### config.mk
export PLATFORM = sky130hd
export DESIGN_NAME = chroma_upsample_yuv_to_rgb_core
export DESIGN_NICKNAME = d
export VERILOG_FILES = /design/src/sv/cuyr_pkg.sv /design/src/sv/cuyr_upsample.sv /design/src/sv/cuyr_convert.sv /design/src/sv/chroma_upsample_yuv_to_rgb_core.sv
export SDC_FILE = /design/constraint.sdc
export NUM_CORES = 1
export LEC_CHECK = 0
export BUFFER_PORTS_ARGS = -buffer_cell sky130_fd_sc_hd__buf_2
export CAP_MARGIN = 25
export CORE_MARGIN = 4
export CORE_UTILIZATION = 45
export DETAILED_ROUTE_END_ITERATION = 10
export PLACE_DENSITY = 0.63
export SLEW_MARGIN = 15
export SYNTH_ARGS = -nofsm -noshare
export SYNTH_HDL_FRONTEND = slang
export SYNTH_SLANG_ARGS = --single-unit
### constraint.sdc
create_clock -name clk -period 7.5 [get_ports clk]
set_input_delay 0.75 -clock clk [delete_from_list [all_inputs] [get_ports clk]]
set_output_delay 0.75 -clock clk [all_outputs]
set_load 0.005 [all_outputs]
### src/sv/cuyr_pkg.sv
// cuyr_pkg: shared types, codes, constants and arithmetic helpers for chroma upsampling and color conversion
`default_nettype none

package cuyr_pkg;

    // operation codes of an input word
    localparam logic [1:0] OP_START    = 2'd0;
    localparam logic [1:0] OP_INTERIOR = 2'd1;
    localparam logic [1:0] OP_CLOSE    = 2'd2;

    // bt.601 14-bit fixed-point coefficients
    localparam logic [15:0] COEF_Y  = 16'd19077;
    localparam logic [15:0] COEF_VR = 16'd26149;
    localparam logic [15:0] COEF_UG = 16'd6419;
    localparam logic [15:0] COEF_VG = 16'd13320;
    localparam logic [15:0] COEF_UB = 16'd33050;

    localparam logic signed [17:0] OFS_R = 18'sd14234;
    localparam logic signed [17:0] OFS_G = 18'sd8708;
    localparam logic signed [17:0] OFS_B = 18'sd17685;

    localparam int FRAC_BITS = 6;
    localparam logic signed [17:0] CLIP_MAX = 18'sd16383;

    // one pixel on its way to color conversion
    typedef struct packed {
        logic [7:0] y;
        logic [7:0] u;
        logic [7:0] v;
        logic       row;
        logic       last;
    } pix_t;

    // (3*near + far + 2) >> 2
    function automatic logic [7:0] blend31(input logic [7:0] near, input logic [7:0] far);
        logic [9:0] s;
        s = {1'b0, near, 1'b0} + {2'b00, near} + {2'b00, far} + 10'd2;
        return s[9:2];
    endfunction

    // diagonal 9:3:3:1 chroma for the four pixels of an interior column
    // packed as {top first, top second, bottom first, bottom second}
    function automatic logic [31:0] fancy4(input logic [7:0] pu, input logic [7:0] cu,
                                           input logic [7:0] pl, input logic [7:0] cb);
        logic [10:0] avg;
        logic [8:0]  s12;
        logic [8:0]  s03;
        logic [11:0] t12;
        logic [11:0] t03;
        logic [8:0]  d12;
        logic [8:0]  d03;
        logic [9:0]  c0;
        logic [9:0]  c1;
        logic [9:0]  c2;
        logic [9:0]  c3;
        avg = {3'b000, pu} + {3'b000, cu} + {3'b000, pl} + {3'b000, cb} + 11'd8;
        s12 = {1'b0, cu} + {1'b0, pl};
        s03 = {1'b0, pu} + {1'b0, cb};
        t12 = {1'b0, avg} + {2'b00, s12, 1'b0};
        t03 = {1'b0, avg} + {2'b00, s03, 1'b0};
        d12 = t12[11:3];
        d03 = t03[11:3];
        c0  = {1'b0, d12} + {2'b00, pu};
        c1  = {1'b0, d03} + {2'b00, cu};
        c2  = {1'b0, d03} + {2'b00, pl};
        c3  = {1'b0, d12} + {2'b00, cb};
        return {c0[8:1], c1[8:1], c2[8:1], c3[8:1]};
    endfunction

    // (v * coeff) >> 8
    function automatic logic [15:0] scale_hi(input logic [7:0] v, input logic [15:0] coeff);
        logic [23:0] p;
        p = {16'd0, v} * {8'd0, coeff};
        return p[23:8];
    endfunction

    // clamp to 0..255 after dropping the fraction bits
    function automatic logic [7:0] sat8(input logic signed [17:0] x);
        logic [7:0] r;
        if (x < 18'sd0)
        begin
            r = 8'd0;
        end
        else if (x > CLIP_MAX)
        begin
            r = 8'd255;
        end
        else
        begin
            r = x[FRAC_BITS +: 8];
        end
        return r;
    endfunction

endpackage

`default_nettype wire

### src/sv/cuyr_upsample.sv
// cuyr_upsample: chroma history, per-pixel chroma build and pixel sequencing of one column
`default_nettype none

module cuyr_upsample
(
    input  wire logic           clk,
    input  wire logic           rst_n,
    input  wire logic           in_valid,
    output logic                in_ready,
    input  wire logic [1:0]     operation,
    input  wire logic           has_bottom,
    input  wire logic [7:0]     upper_chroma_u,
    input  wire logic [7:0]     upper_chroma_v,
    input  wire logic [7:0]     lower_chroma_u,
    input  wire logic [7:0]     lower_chroma_v,
    input  wire logic [7:0]     top_luma_first,
    input  wire logic [7:0]     top_luma_second,
    input  wire logic [7:0]     bottom_luma_first,
    input  wire logic [7:0]     bottom_luma_second,
    output logic                pix_valid,
    output cuyr_pkg::pix_t      pix,
    input  wire logic           pix_ready
);
    import cuyr_pkg::*;

    // chroma of the previous column
    logic [7:0] prev_uu_reg;
    logic [7:0] prev_uv_reg;
    logic [7:0] prev_lu_reg;
    logic [7:0] prev_lv_reg;

    // pixel buffer of the current column
    pix_t       buf_reg [4];
    pix_t       buf_next [4];
    logic [1:0] idx_reg;
    logic [1:0] idx_next;
    logic [1:0] last_idx_reg;
    logic [1:0] last_idx_next;
    logic       busy_reg;
    logic       busy_next;

    logic       accept;
    logic       pix_fire;
    logic       done;
    logic       loads;
    logic [7:0] su_u;
    logic [7:0] su_v;
    logic [7:0] sl_u;
    logic [7:0] sl_v;
    logic [31:0] fu;
    logic [31:0] fv;

    // handshake
    assign pix_valid = busy_reg;
    assign pix_fire  = busy_reg & pix_ready;
    assign done      = pix_fire & (idx_reg == last_idx_reg);
    assign in_ready  = ~busy_reg | done;
    assign accept    = in_valid & in_ready;
    assign loads     = accept & ((operation == OP_START) | (operation == OP_INTERIOR) |
                                 (operation == OP_CLOSE));

    // current pixel out of the buffer
    always_comb
    begin
        pix      = buf_reg[idx_reg];
        pix.last = (idx_reg == last_idx_reg);
    end

    // chroma source for the 3:1 blend: new column at line start, history otherwise
    assign su_u = (operation == OP_START) ? upper_chroma_u : prev_uu_reg;
    assign su_v = (operation == OP_START) ? upper_chroma_v : prev_uv_reg;
    assign sl_u = (operation == OP_START) ? lower_chroma_u : prev_lu_reg;
    assign sl_v = (operation == OP_START) ? lower_chroma_v : prev_lv_reg;

    assign fu = fancy4(prev_uu_reg, upper_chroma_u, prev_lu_reg, lower_chroma_u);
    assign fv = fancy4(prev_uv_reg, upper_chroma_v, prev_lv_reg, lower_chroma_v);

    // next pixel list for an accepted word
    always_comb
    begin
        buf_next      = buf_reg;
        last_idx_next = last_idx_reg;
        case (operation)
            OP_INTERIOR:
            begin
                buf_next[0]   = '{y: top_luma_first, u: fu[31:24], v: fv[31:24],
                                  row: 1'b0, last: 1'b0};
                buf_next[1]   = '{y: top_luma_second, u: fu[23:16], v: fv[23:16],
                                  row: 1'b0, last: 1'b0};
                buf_next[2]   = '{y: bottom_luma_first, u: fu[15:8], v: fv[15:8],
                                  row: 1'b1, last: 1'b0};
                buf_next[3]   = '{y: bottom_luma_second, u: fu[7:0], v: fv[7:0],
                                  row: 1'b1, last: 1'b0};
                last_idx_next = has_bottom ? 2'd3 : 2'd1;
            end
            OP_START, OP_CLOSE:
            begin
                buf_next[0]   = '{y: top_luma_first, u: blend31(su_u, sl_u),
                                  v: blend31(su_v, sl_v), row: 1'b0, last: 1'b0};
                buf_next[1]   = '{y: bottom_luma_first, u: blend31(sl_u, su_u),
                                  v: blend31(sl_v, su_v), row: 1'b1, last: 1'b0};
                last_idx_next = has_bottom ? 2'd1 : 2'd0;
            end
            default:
            begin
                buf_next      = buf_reg;
                last_idx_next = last_idx_reg;
            end
        endcase
    end

    // sequencing
    always_comb
    begin
        busy_next = busy_reg;
        idx_next  = idx_reg;
        if (accept)
        begin
            busy_next = loads;
            idx_next  = 2'd0;
        end
        else if (done)
        begin
            busy_next = 1'b0;
            idx_next  = 2'd0;
        end
        else if (pix_fire)
        begin
            idx_next = idx_reg + 2'd1;
        end
    end

    always_ff @(posedge clk or negedge rst_n)
    begin
        if (!rst_n)
        begin
            busy_reg    <= 1'b0;
            idx_reg     <= 2'd0;
            prev_uu_reg <= 8'd0;
            prev_uv_reg <= 8'd0;
            prev_lu_reg <= 8'd0;
            prev_lv_reg <= 8'd0;
        end
        else
        begin
            busy_reg <= busy_next;
            idx_reg  <= idx_next;
            // history follows line start and interior columns
            if (accept & ((operation == OP_START) | (operation == OP_INTERIOR)))
            begin
                prev_uu_reg <= upper_chroma_u;
                prev_uv_reg <= upper_chroma_v;
                prev_lu_reg <= lower_chroma_u;
                prev_lv_reg <= lower_chroma_v;
            end
        end
    end

    // pixel payload
    always_ff @(posedge clk)
    begin
        if (loads)
        begin
            buf_reg      <= buf_next;
            last_idx_reg <= last_idx_next;
        end
    end

endmodule

`default_nettype wire

### src/sv/cuyr_convert.sv
// cuyr_convert: yuv to rgb conversion into the result register
`default_nettype none

module cuyr_convert
(
    input  wire logic           clk,
    input  wire logic           rst_n,
    input  wire logic           pix_valid,
    input  wire cuyr_pkg::pix_t pix,
    output logic                pix_ready,
    output logic                out_valid,
    input  wire logic           out_ready,
    output logic [7:0]          red,
    output logic [7:0]          green,
    output logic [7:0]          blue,
    output logic                row_select,
    output logic                last_of_item
);
    import cuyr_pkg::*;

    logic             valid_reg;
    logic             valid_next;
    logic [7:0]       red_reg;
    logic [7:0]       green_reg;
    logic [7:0]       blue_reg;
    logic             row_reg;
    logic             last_reg;
    logic             load;
    logic [15:0]      yy;
    logic [15:0]      vr;
    logic [15:0]      ug;
    logic [15:0]      vg;
    logic [15:0]      ub;
    logic signed [17:0] r_sum;
    logic signed [17:0] g_sum;
    logic signed [17:0] b_sum;

    assign pix_ready = ~valid_reg | out_ready;
    assign load      = pix_valid & pix_ready;

    // scaled luma and chroma terms
    assign yy = scale_hi(pix.y, COEF_Y);
    assign vr = scale_hi(pix.v, COEF_VR);
    assign ug = scale_hi(pix.u, COEF_UG);
    assign vg = scale_hi(pix.v, COEF_VG);
    assign ub = scale_hi(pix.u, COEF_UB);

    // channel sums before clamping
    assign r_sum = $signed({2'b00, yy}) + $signed({2'b00, vr}) - OFS_R;
    assign g_sum = $signed({2'b00, yy}) - $signed({2'b00, ug}) - $signed({2'b00, vg}) + OFS_G;
    assign b_sum = $signed({2'b00, yy}) + $signed({2'b00, ub}) - OFS_B;

    always_comb
    begin
        valid_next = valid_reg;
        if (load)
        begin
            valid_next = 1'b1;
        end
        else if (out_ready)
        begin
            valid_next = 1'b0;
        end
    end

    always_ff @(posedge clk or negedge rst_n)
    begin
        if (!rst_n)
        begin
            valid_reg <= 1'b0;
        end
        else
        begin
            valid_reg <= valid_next;
        end
    end

    // result word
    always_ff @(posedge clk)
    begin
        if (load)
        begin
            red_reg   <= sat8(r_sum);
            green_reg <= sat8(g_sum);
            blue_reg  <= sat8(b_sum);
            row_reg   <= pix.row;
            last_reg  <= pix.last;
        end
    end

    assign out_valid    = valid_reg;
    assign red          = red_reg;
    assign green        = green_reg;
    assign blue         = blue_reg;
    assign row_select   = row_reg;
    assign last_of_item = last_reg;

endmodule

`default_nettype wire

### src/sv/chroma_upsample_yuv_to_rgb_core.sv
// chroma_upsample_yuv_to_rgb_core: 4:2:0 fancy upsampling and bt.601 yuv to rgb, top level
//
//  channel   handshake              word
//  input     in_valid / in_ready    operation, has_bottom, chroma of column, four luma
//  output    out_valid / out_ready  red, green, blue, row_select, last_of_item
//
//  an input word yields 1, 2 or 4 pixels (none for the unused code), one per cycle from
//  the column buffer unless a stall on out_ready holds them back.
//  a new word is taken in the cycle the last pixel of the previous one moves on.
//  conversion sits combinationally between the column buffer and the result register.
//  reset clears the chroma history and all valid flags; stalls on out_ready hold the
//  result register and back up into the column buffer.
`default_nettype none

module chroma_upsample_yuv_to_rgb_core
(
    input  wire logic       clk,
    input  wire logic       rst_n,
    input  wire logic       in_valid,
    output logic            in_ready,
    input  wire logic [1:0] operation,
    input  wire logic       has_bottom,
    input  wire logic [7:0] upper_chroma_u,
    input  wire logic [7:0] upper_chroma_v,
    input  wire logic [7:0] lower_chroma_u,
    input  wire logic [7:0] lower_chroma_v,
    input  wire logic [7:0] top_luma_first,
    input  wire logic [7:0] top_luma_second,
    input  wire logic [7:0] bottom_luma_first,
    input  wire logic [7:0] bottom_luma_second,
    output logic            out_valid,
    input  wire logic       out_ready,
    output logic [7:0]      red,
    output logic [7:0]      green,
    output logic [7:0]      blue,
    output logic            row_select,
    output logic            last_of_item
);
    import cuyr_pkg::*;

    logic pix_valid;
    logic pix_ready;
    pix_t pix;

    // chroma upsampling and pixel sequencing
    cuyr_upsample u_upsample
    (
        .clk                (clk),
        .rst_n              (rst_n),
        .in_valid           (in_valid),
        .in_ready           (in_ready),
        .operation          (operation),
        .has_bottom         (has_bottom),
        .upper_chroma_u     (upper_chroma_u),
        .upper_chroma_v     (upper_chroma_v),
        .lower_chroma_u     (lower_chroma_u),
        .lower_chroma_v     (lower_chroma_v),
        .top_luma_first     (top_luma_first),
        .top_luma_second    (top_luma_second),
        .bottom_luma_first  (bottom_luma_first),
        .bottom_luma_second (bottom_luma_second),
        .pix_valid          (pix_valid),
        .pix                (pix),
        .pix_ready          (pix_ready)
    );

    // color conversion and result register
    cuyr_convert u_convert
    (
        .clk          (clk),
        .rst_n        (rst_n),
        .pix_valid    (pix_valid),
        .pix          (pix),
        .pix_ready    (pix_ready),
        .out_valid    (out_valid),
        .out_ready    (out_ready),
        .red          (red),
        .green        (green),
        .blue         (blue),
        .row_select   (row_select),
        .last_of_item (last_of_item)
    );

endmodule

`default_nettype wire
==> out/summary.json, run 1 <==
{
  "residual_antenna_violating_net_count_after_detailed_routing": 0,
  "crit_arrival_ns": 7.56,
  "fp.dieW_um": 235,
  "outcome": "finished, final reports clean",
  "synth.ff_latch_count": 161,
  "layout_commonest_cell": "ha_1",
  "via_count": 18500,
  "gp_routability_congestion": 0.918,
  "cts-root-buf": "clkbuf_16",
  "crit_path_max_incr_delay_ns": 0.56,
  "crit_path_top_delay_cell": "mux4_2",
  "initial_utilization_pct": 45.4,
  "synth_flop_cell": "edfxtp_1",
  "global_route_wire_length_before_repair_um": 93500,
  "fp-row-count": 83,
  "tightestPinTransition_ns": 1.03,
  "flow.area_growth_from_synthesis_pct": 15.0,
  "crit_path_frequent_cell": "ha_4",
  "fin_nets": 3326,
  "core-area_mm2": 0.0513,
  "timing_hold_violations_final": 0,
  "finalMaxSlewViolations": 0,
  "detailedRoute.firstPassIterationCount": 5,
  "ratio_of_cells_with_drive_above_1_in_the_final_layout_pct": 16.7,
  "netlist_instances": 2432,
  "fmax_mhz": 137,
  "timing.critical_path.buf_inv": 2,
  "critical_path.startpoint_type": "flop",
  "syn-mean-instance-area_um2": 9.57,
  "floorplan_die_area_mm2": 0.0554,
  "crit_required_ns": 7.74,
  "clock_tree_from_tritoncts": "done",
  "fin_crit_ns": 7.32,
  "grt_use_total_pct": 20.7,
  "die_height_um": 235,
  "clkTransAtPathRegs_ns": 0.08,
  "postSynthNetCount": 3104,
  "worst_path_dominant_cell_family": "compound AO/OA/AOI/OAI gates",
  "slew_headroom_pct": 30.4,
  "worst_clock_skew_ns": 0.0208,
  "antennaDiodeCount": 0,
  "synth-edff-count": 125,
  "seq_area_mm2": 0.00466,
  "cts-htree-levels": 4,
  "seq_total_area_yosys_pct": 20.0,
  "final.fill_count": 4707,
  "clkSinkCount": 161,
  "synth.lib_cells_used.distinct": 71,
  "cts_inserted_buffers": 17,
  "timing_worst_setup_path_type": "flop to flop",
  "min_period_over_period_pct": 97.6,
  "yosys_warnings": 0,
  "pnr_worst_setup_slack_ns": 0.181,
  "maxCapViolations": 0,
  "wirelength_um": 58100,
  "hp_class": "primary input to async pin",
  "port_buffers": 98,
  "remaining_drc_errors": 0,
  "multi_input_area_mm2": 0.0181,
  "cell_area_after_synthesis_mm2": 0.0233,
  "layout_common_cells": "ha_1, inv_1, nor2_1",
  "grt_pass1_vias": 19000,
  "maximum_number_of_pins_on_one_net_before_global_route_repair": 57,
  "routed_wire_length_per_instance_um": 17.4,
  "crit_path_max_fanout": 8,
  "io_pins": 99,
  "sum_of_net_half_perimeters_after_detailed_placement_um": 48900,
  "clock_tree.buffer_depth": 2,
  "routed_via_count_divided_by_cell_count": 5.52,
  "grt_antenna_before_repair": 0,
  "detail_route.iter0.violations": 830,
  "place_ws_ns": -0.378,
  "cp-end-kind": "flop",
  "worstSkewPairLatency_ns": 0.49,
  "setup_viol": 0,
  "synthArstFlopShare_pct": 22.4,
  "number_of_flip_flops_in_the_largest_register": 97,
  "globalRouteOverflowTotal": 0
}
## kinds of logic (layout without fill, tap and decap cells)
| group | after synthesis | after routing | share of synthesized area [%] |
|---|---|---|---|
| AOI/OAI and AO/OA | 566 | 566 | 16.0 |
| xor gates and xnor gates | 218 | 218 | 8.21 |
| adders and majority gates | 601 | 601 | 35.5 |
| buffers and inverters | 285 | 520 | 4.60 |
| DFF | 161 | 161 | 20.0 |
| muxes | 76 | 76 | 4.78 |
| and+or+nand+nor | 525 | 525 | 10.9 |
## synth_stat cells (11+ instances only)
master    number  area share, %
nand3_1       16           0.34
nor3_1        56            1.2
mux2i_1       11           0.47
o21ai_0      100            2.2
nor2_1       170            2.7
xnor2_1      145            5.5
ha_1         501             27
o21bai_1      46            1.5
nand2_1      114            1.8
edfxtp_1     125             16
or3_1         23           0.62
a21boi_0      15           0.48
mux4_2        24            2.3
a21o_1        47            1.5
clkbuf_1      22           0.35
a21oi_1      162            3.5
inv_1        257            4.1
o31ai_1       18           0.58
and2_1        23           0.62
a211oi_1      14           0.45
mux2_2        41            2.0
fa_1         100            8.6
nor2b_1       30           0.81
dfrtp_1       36            3.9
o21a_1        57            1.8
xor2_1        73            2.7
or2_2         19           0.51
nand2b_1      25           0.67
a31o_2        15           0.56
## worst paths after layout
check	startpoint	endpoint	slack, ns	cells past startpoint
setup reg to reg	u_upsample.idx_reg[0]	u_convert.green[1]	0.18	28
setup / recovery	u_upsample.idx_reg[0]	u_convert.green[1]	0.18	28
min in group clk	top_luma_first[3]	u_upsample.buf_reg[99]	0.44	1
hold / removal	rst_n	u_upsample.prev_uu_reg[4]	0.33	2
hold reg to reg	u_convert.out_valid	u_convert.out_valid	0.52	2
max in group asynchronous	rst_n	u_upsample.idx_reg[0]	6.73	2
## per-stage QoR
stage	hold WS (ns)	cells	instance area, µm²	setup TNS, ns	util [%]
floorplan	0.454	2432	23300	0	-
global placement	0.503	3296	25400	-0.509	49.5
detailed placement	0.499	3296	25400	-2.96	49.5
CTS	0.300	3333	26200	0	51.0
global route	0.351	3347	26800	-0.668	52.2
finish	0.331	3347	26800	0	52.2
## per-layer routing
| layer | vias to the layer above | GRT usage [%] | share of wire, % |
|---|---|---|---|
| met4 | 0 | 5.96 | 2.3 |
| met5 | - | 0 | 0 |
| li1 | 9218 | - | - |
| met1 | 8859 | 26.8 | 45 |
| met3 | 76 | 3.44 | 4.0 |
| met2 | 307 | 35.8 | 49 |
## repair_timing
action / CTS / global route
gates resized for setup: 17 / 85
pin swaps: 7 / 32
setup buffers: 5 / 13
endpoints found under the setup margin: 8 / 20
gates cloned: 0 / 0
hold buffers: 0 / 0
## layout make-up
type | instances | area share [%]
clock inverter | 14 | 0.725
inverter | 258 | 3.62
sequential | 161 | 17.4
multi-input combinational | 1986 | 67.8
tap | 680 | 3.18
timing repair buffer | 230 | 5.72
clock buffer | 18 | 1.60
Power of run 1 is left out: the tool's default activity adds up to more than one toggle a clock period on the data nets, which glitch-free logic cannot reach.
==> inputs of run 2 (changes only) <==
- CTS_BUF_LIST: unset -> sky130_fd_sc_hd__clkbuf_8 sky130_fd_sc_hd__clkbuf_16
==> out/summary.json, run 2 (synthesis results as in run 1) <==
{
  "residual_antenna_violating_net_count_after_detailed_routing": 0,
  "via_count": 18500,
  "clock_tree.buffer_depth": 2,
  "outcome": "finished, final reports clean",
  "floorplan_die_area_mm2": 0.0554,
  "cts_inserted_buffers": 17,
  "remaining_drc_errors": 0,
  "routed_via_count_divided_by_cell_count": 5.51,
  "initial_utilization_pct": 45.4,
  "io_pins": 99,
  "crit_path_frequent_cell": "ha_4",
  "antennaDiodeCount": 0,
  "layout_commonest_cell": "ha_1",
  "routed_wire_length_per_instance_um": 17.4,
  "ratio_of_cells_with_drive_above_1_in_the_final_layout_pct": 16.7,
  "hp_class": "primary input to async pin",
  "final.fill_count": 4707,
  "wirelength_um": 58100,
  "clock_tree_from_tritoncts": "done",
  "layout_common_cells": "ha_1, inv_1, nor2_1",
  "clkTransAtPathRegs_ns": 0.08,
  "clkSinkCount": 161,
  "global_route_wire_length_before_repair_um": 93500,
  "worst_clock_skew_ns": 0.0208,
  "pnr_worst_setup_slack_ns": 0.181,
  "crit_path_max_fanout": 8,
  "crit_arrival_ns": 7.56,
  "crit_required_ns": 7.74,
  "gp_routability_congestion": 0.918,
  "timing_worst_setup_path_type": "flop to flop",
  "timing_hold_violations_final": 0,
  "fp.dieW_um": 235,
  "maxCapViolations": 0,
  "number_of_flip_flops_in_the_largest_register": 97,
  "crit_path_max_incr_delay_ns": 0.56,
  "grt_pass1_vias": 19000,
  "port_buffers": 98,
  "setup_viol": 0,
  "worstSkewPairLatency_ns": 0.49,
  "maximum_number_of_pins_on_one_net_before_global_route_repair": 57,
  "slew_headroom_pct": 30.4,
  "fin_nets": 3326,
  "cts-htree-levels": 4,
  "flow.area_growth_from_synthesis_pct": 15.0,
  "grt_antenna_before_repair": 0,
  "fp-row-count": 83,
  "core-area_mm2": 0.0513,
  "fmax_mhz": 137,
  "detailedRoute.firstPassIterationCount": 5,
  "finalMaxSlewViolations": 0,
  "sum_of_net_half_perimeters_after_detailed_placement_um": 48900,
  "critical_path.startpoint_type": "flop",
  "die_height_um": 235,
  "cp-end-kind": "flop",
  "tightestPinTransition_ns": 1.03,
  "crit_path_top_delay_cell": "mux4_2",
  "place_ws_ns": -0.378,
  "globalRouteOverflowTotal": 0,
  "grt_use_total_pct": 20.7,
  "cts-root-buf": "clkbuf_16",
  "min_period_over_period_pct": 97.6,
  "detail_route.iter0.violations": 830,
  "fin_crit_ns": 7.32,
  "worstRegToRegCells": 28
}
[run 2: path summary, 6_finish.rpt]
path	startpoint	endpoint	slack, ns
worst max-delay path	u_upsample.idx_reg[0]	u_convert.green[1]	0.18
worst min-delay path	rst_n	u_upsample.prev_uu_reg[4]	0.33
worst max register to register	u_upsample.idx_reg[0]	u_convert.green[1]	0.18
worst min register to register	u_convert.out_valid	u_convert.out_valid	0.52
max in group asynchronous	rst_n	u_upsample.idx_reg[0]	6.73
min in group clk	top_luma_first[3]	u_upsample.buf_reg[99]	0.44
[run 2: stage by stage]
| step | cells | setup TNS [ns] | area, µm² | util (%) | hold WS (ns) |
|---|---|---|---|---|---|
| after floorplan | 2432 | 0 | 23300 | - | 0.454 |
| after global placement | 3296 | -0.509 | 25400 | 49.5 | 0.503 |
| after detailed placement | 3296 | -2.96 | 25400 | 49.5 | 0.499 |
| after CTS | 3333 | 0 | 26200 | 51.0 | 0.300 |
| after global routing | 3347 | -0.668 | 26800 | 52.2 | 0.351 |
| final | 3347 | 0 | 26800 | 52.2 | 0.331 |
[run 2: metal layers]
| metal | up-vias | part of all wire [%] | global-route usage (%) |
|---|---|---|---|
| li1 | 9218 | - | - |
| met1 | 8857 | 45 | 26.8 |
| met2 | 305 | 48 | 35.8 |
| met3 | 76 | 4.0 | 3.44 |
| met4 | 0 | 2.3 | 5.96 |
| met5 | - | 0 | 0 |
[run 2: repair_timing]
action	in CTS	in global routing
pin swaps	7	32
hold buffers	0	0
resized for setup	17	85
endpoints found under the hold margin	0	0
gates cloned	0	0
buffers inserted	5	13
endpoints found under the setup margin	8	20
[run 2: final cells by class]
| cell class | count | area (µm²) | area share [%] |
|---|---|---|---|
| clock inverter | 15 | 198 | 0.739 |
| multi-input combinational | 1986 | 18100 | 67.8 |
| timing repair buffer | 230 | 1530 | 5.72 |
| sequential | 161 | 4660 | 17.4 |
| inverter | 258 | 968 | 3.62 |
| tap | 680 | 851 | 3.18 |
| clock buffer | 17 | 425 | 1.59 |
[run 2: critical path, delay by kind of cell (launching register included)]
kind | cells | cell delay (ns)
DFF | 1 | 0.44
and+or+nand+nor | 7 | 1.17
adders and majority gates | 8 | 2.18
muxes | 1 | 0.56
xor gates and xnor gates | 1 | 0.15
AOI/OAI and AO/OA | 9 | 2.23
buffers and inverters | 2 | 0.33
Power of run 2 is left out for the same reason.
==> inputs of run 3 (changes only) <==
- CORE_UTILIZATION: 45 -> 55
- PLACE_DENSITY: 0.63 -> 0.74
==> out/summary.json, run 3 (synthesis results as in run 1) <==
{
  "outcome": "finished, final reports clean",
  "layout_commonest_cell": "ha_1",
  "clock_tree.buffer_depth": 2,
  "r2r_start": "u_upsample.idx_reg[0]",
  "grt_pass1_vias": 18900,
  "fp-row-count": 75,
  "reg2reg_setup_slack_ns": 0.12,
  "ratio_of_cells_with_drive_above_1_in_the_final_layout_pct": 18.1,
  "place_ws_ns": -0.337,
  "grt_setup_unrepaired": "yes",
  "tightestPinTransition_ns": 1.01,
  "crit_end": "u_convert.green[0]",
  "routed_via_count_divided_by_cell_count": 5.79,
  "setup-tns-final_ns": 0,
  "via_count": 18600,
  "crit_required_ns": 7.71,
  "timing_worst_setup_path_type": "flop to flop",
  "crit_path_max_incr_delay_ns": 0.53,
  "remaining_drc_errors": 0,
  "flow.area_growth_from_synthesis_pct": 15.2,
  "detailedRoute.firstPassIterationCount": 5,
  "die_height_um": 214,
  "crit_path_frequent_cell": "ha_4",
  "floorplan_die_area_mm2": 0.0457,
  "worst_clock_skew_ns": 0.0130,
  "crit_path_start": "u_upsample.idx_reg[0]",
  "fin_crit_ns": 7.38,
  "sum_of_net_half_perimeters_after_detailed_placement_um": 46600,
  "clock_tree_from_tritoncts": "done",
  "worstSkewPairLatency_ns": 0.46,
  "fmax_mhz": 135,
  "number_of_flip_flops_in_the_largest_register": 97,
  "clkTransAtPathRegs_ns": 0.07,
  "globalRouteOverflowTotal": 0,
  "crit_arrival_ns": 7.59,
  "cts-root-buf": "clkbuf_16",
  "maximum_number_of_pins_on_one_net_before_global_route_repair": 58,
  "final.fill_count": 3354,
  "gp_routability_congestion": 0.952,
  "crit_path_max_fanout": 8,
  "dp_cells": 3151,
  "timing_hold_violations_final": 0,
  "port_buffers": 98,
  "instances_no_fill": 3213,
  "min_period_over_period_pct": 98.4,
  "initial_utilization_pct": 55.6,
  "clkSinkCount": 161,
  "crit_path_top_delay_cell": "mux4_2",
  "slew_headroom_pct": 32.5,
  "detail_route.iter0.violations": 834,
  "routed_wire_length_per_instance_um": 17.6,
  "fin_nets": 3333,
  "setup_viol": 0,
  "critical_path.startpoint_type": "flop",
  "io_pins": 99,
  "fp.dieW_um": 214,
  "worstRegToRegCells": 34,
  "grt_antenna_before_repair": 2,
  "cp-end-kind": "flop",
  "cts_inserted_buffers": 17,
  "r2r_end": "u_convert.green[0]",
  "hp_class": "primary input to async pin",
  "wirelength_um": 56700,
  "post_cts_hold_buffer_count": 0,
  "pnr_worst_setup_slack_ns": 0.116,
  "grt_use_total_pct": 24.6,
  "cts-htree-levels": 4,
  "maxCapViolations": 0,
  "residual_antenna_violating_net_count_after_detailed_routing": 0,
  "global_route_wire_length_before_repair_um": 90900,
  "layout_common_cells": "ha_1, inv_1, nor2_1",
  "core-area_mm2": 0.0419,
  "finalMaxSlewViolations": 0,
  "holdWs_ns": 0.199
}
[run 3: cell count changes in the layout (fill, tap and decap cells not counted), sizes merged]
cell / previous run / this run
clkinvlp: 2 / 3
clkbuf: 17 / 18
bufinv: 3 / 2
clkinv: 3 / 6
inv: 265 / 261
diode: 0 / 1
buf: 230 / 236
[run 3: worst min-delay path by stage]
stage,startpoint,endpoint,slack (ns),depth (start not counted)
finish,rst_n,u_upsample.prev_uu_reg[6],0.20,1
floorplan,rst_n,u_convert.out_valid,0.45,0
detailed placement,u_upsample.pix_valid,u_convert.out_valid,0.50,1
global placement,u_upsample.pix_valid,u_convert.out_valid,0.50,1
global route,rst_n,u_upsample.prev_uu_reg[5],0.21,1
CTS,rst_n,u_upsample.prev_uu_reg[6],0.44,1
[run 3: final cells by class]
class                           count  area [µm²]  area share [%]
Multi-Input combinational cell   1986       18300            68.2
Antenna cell                        1        2.50         0.00934
Sequential cell                   161        4660            17.4
Clock inverter                     14         156           0.584
Timing Repair Buffer              237        1630            6.09
Tap cell                          539         674            2.52
Inverter                          258         968            3.61
Clock buffer                       17         425            1.59
[run 3: timing repair]
item / CTS / global route
resized for setup: 30 / 105
setup endpoints to repair: 8 / 21
cloned: 0 / 1
pin swaps: 15 / 61
setup buffers: 3 / 25
[run 3: per-layer routing]
layer	track usage, %	vias to the layer above	share of wire (%)
met4	7.04	2	3.1
met1	31.9	8934	44
li1	-	9236	-
met5	0	-	0.014
met2	43.3	345	49
met3	3.15	90	3.7
[run 3: critical path, delay by kind of cell, from the launching register on]
kind | cells | cell delay (ns)
buf+inv | 6 | 0.80
mux | 1 | 0.53
simple gates | 5 | 1.01
compound gates | 13 | 2.21
xor+xnor | 1 | 0.15
flops | 1 | 0.43
fa+ha+maj | 8 | 2.01
[run 3: through the flow]
stage,cell area (µm²),util (%)
floorplan,23300,-
global placement,25200,60.2
detailed placement,25200,60.2
CTS,26000,62.1
global route,26800,64.0
finish,26800,64.0
Power of run 3 is left out for the same reason.
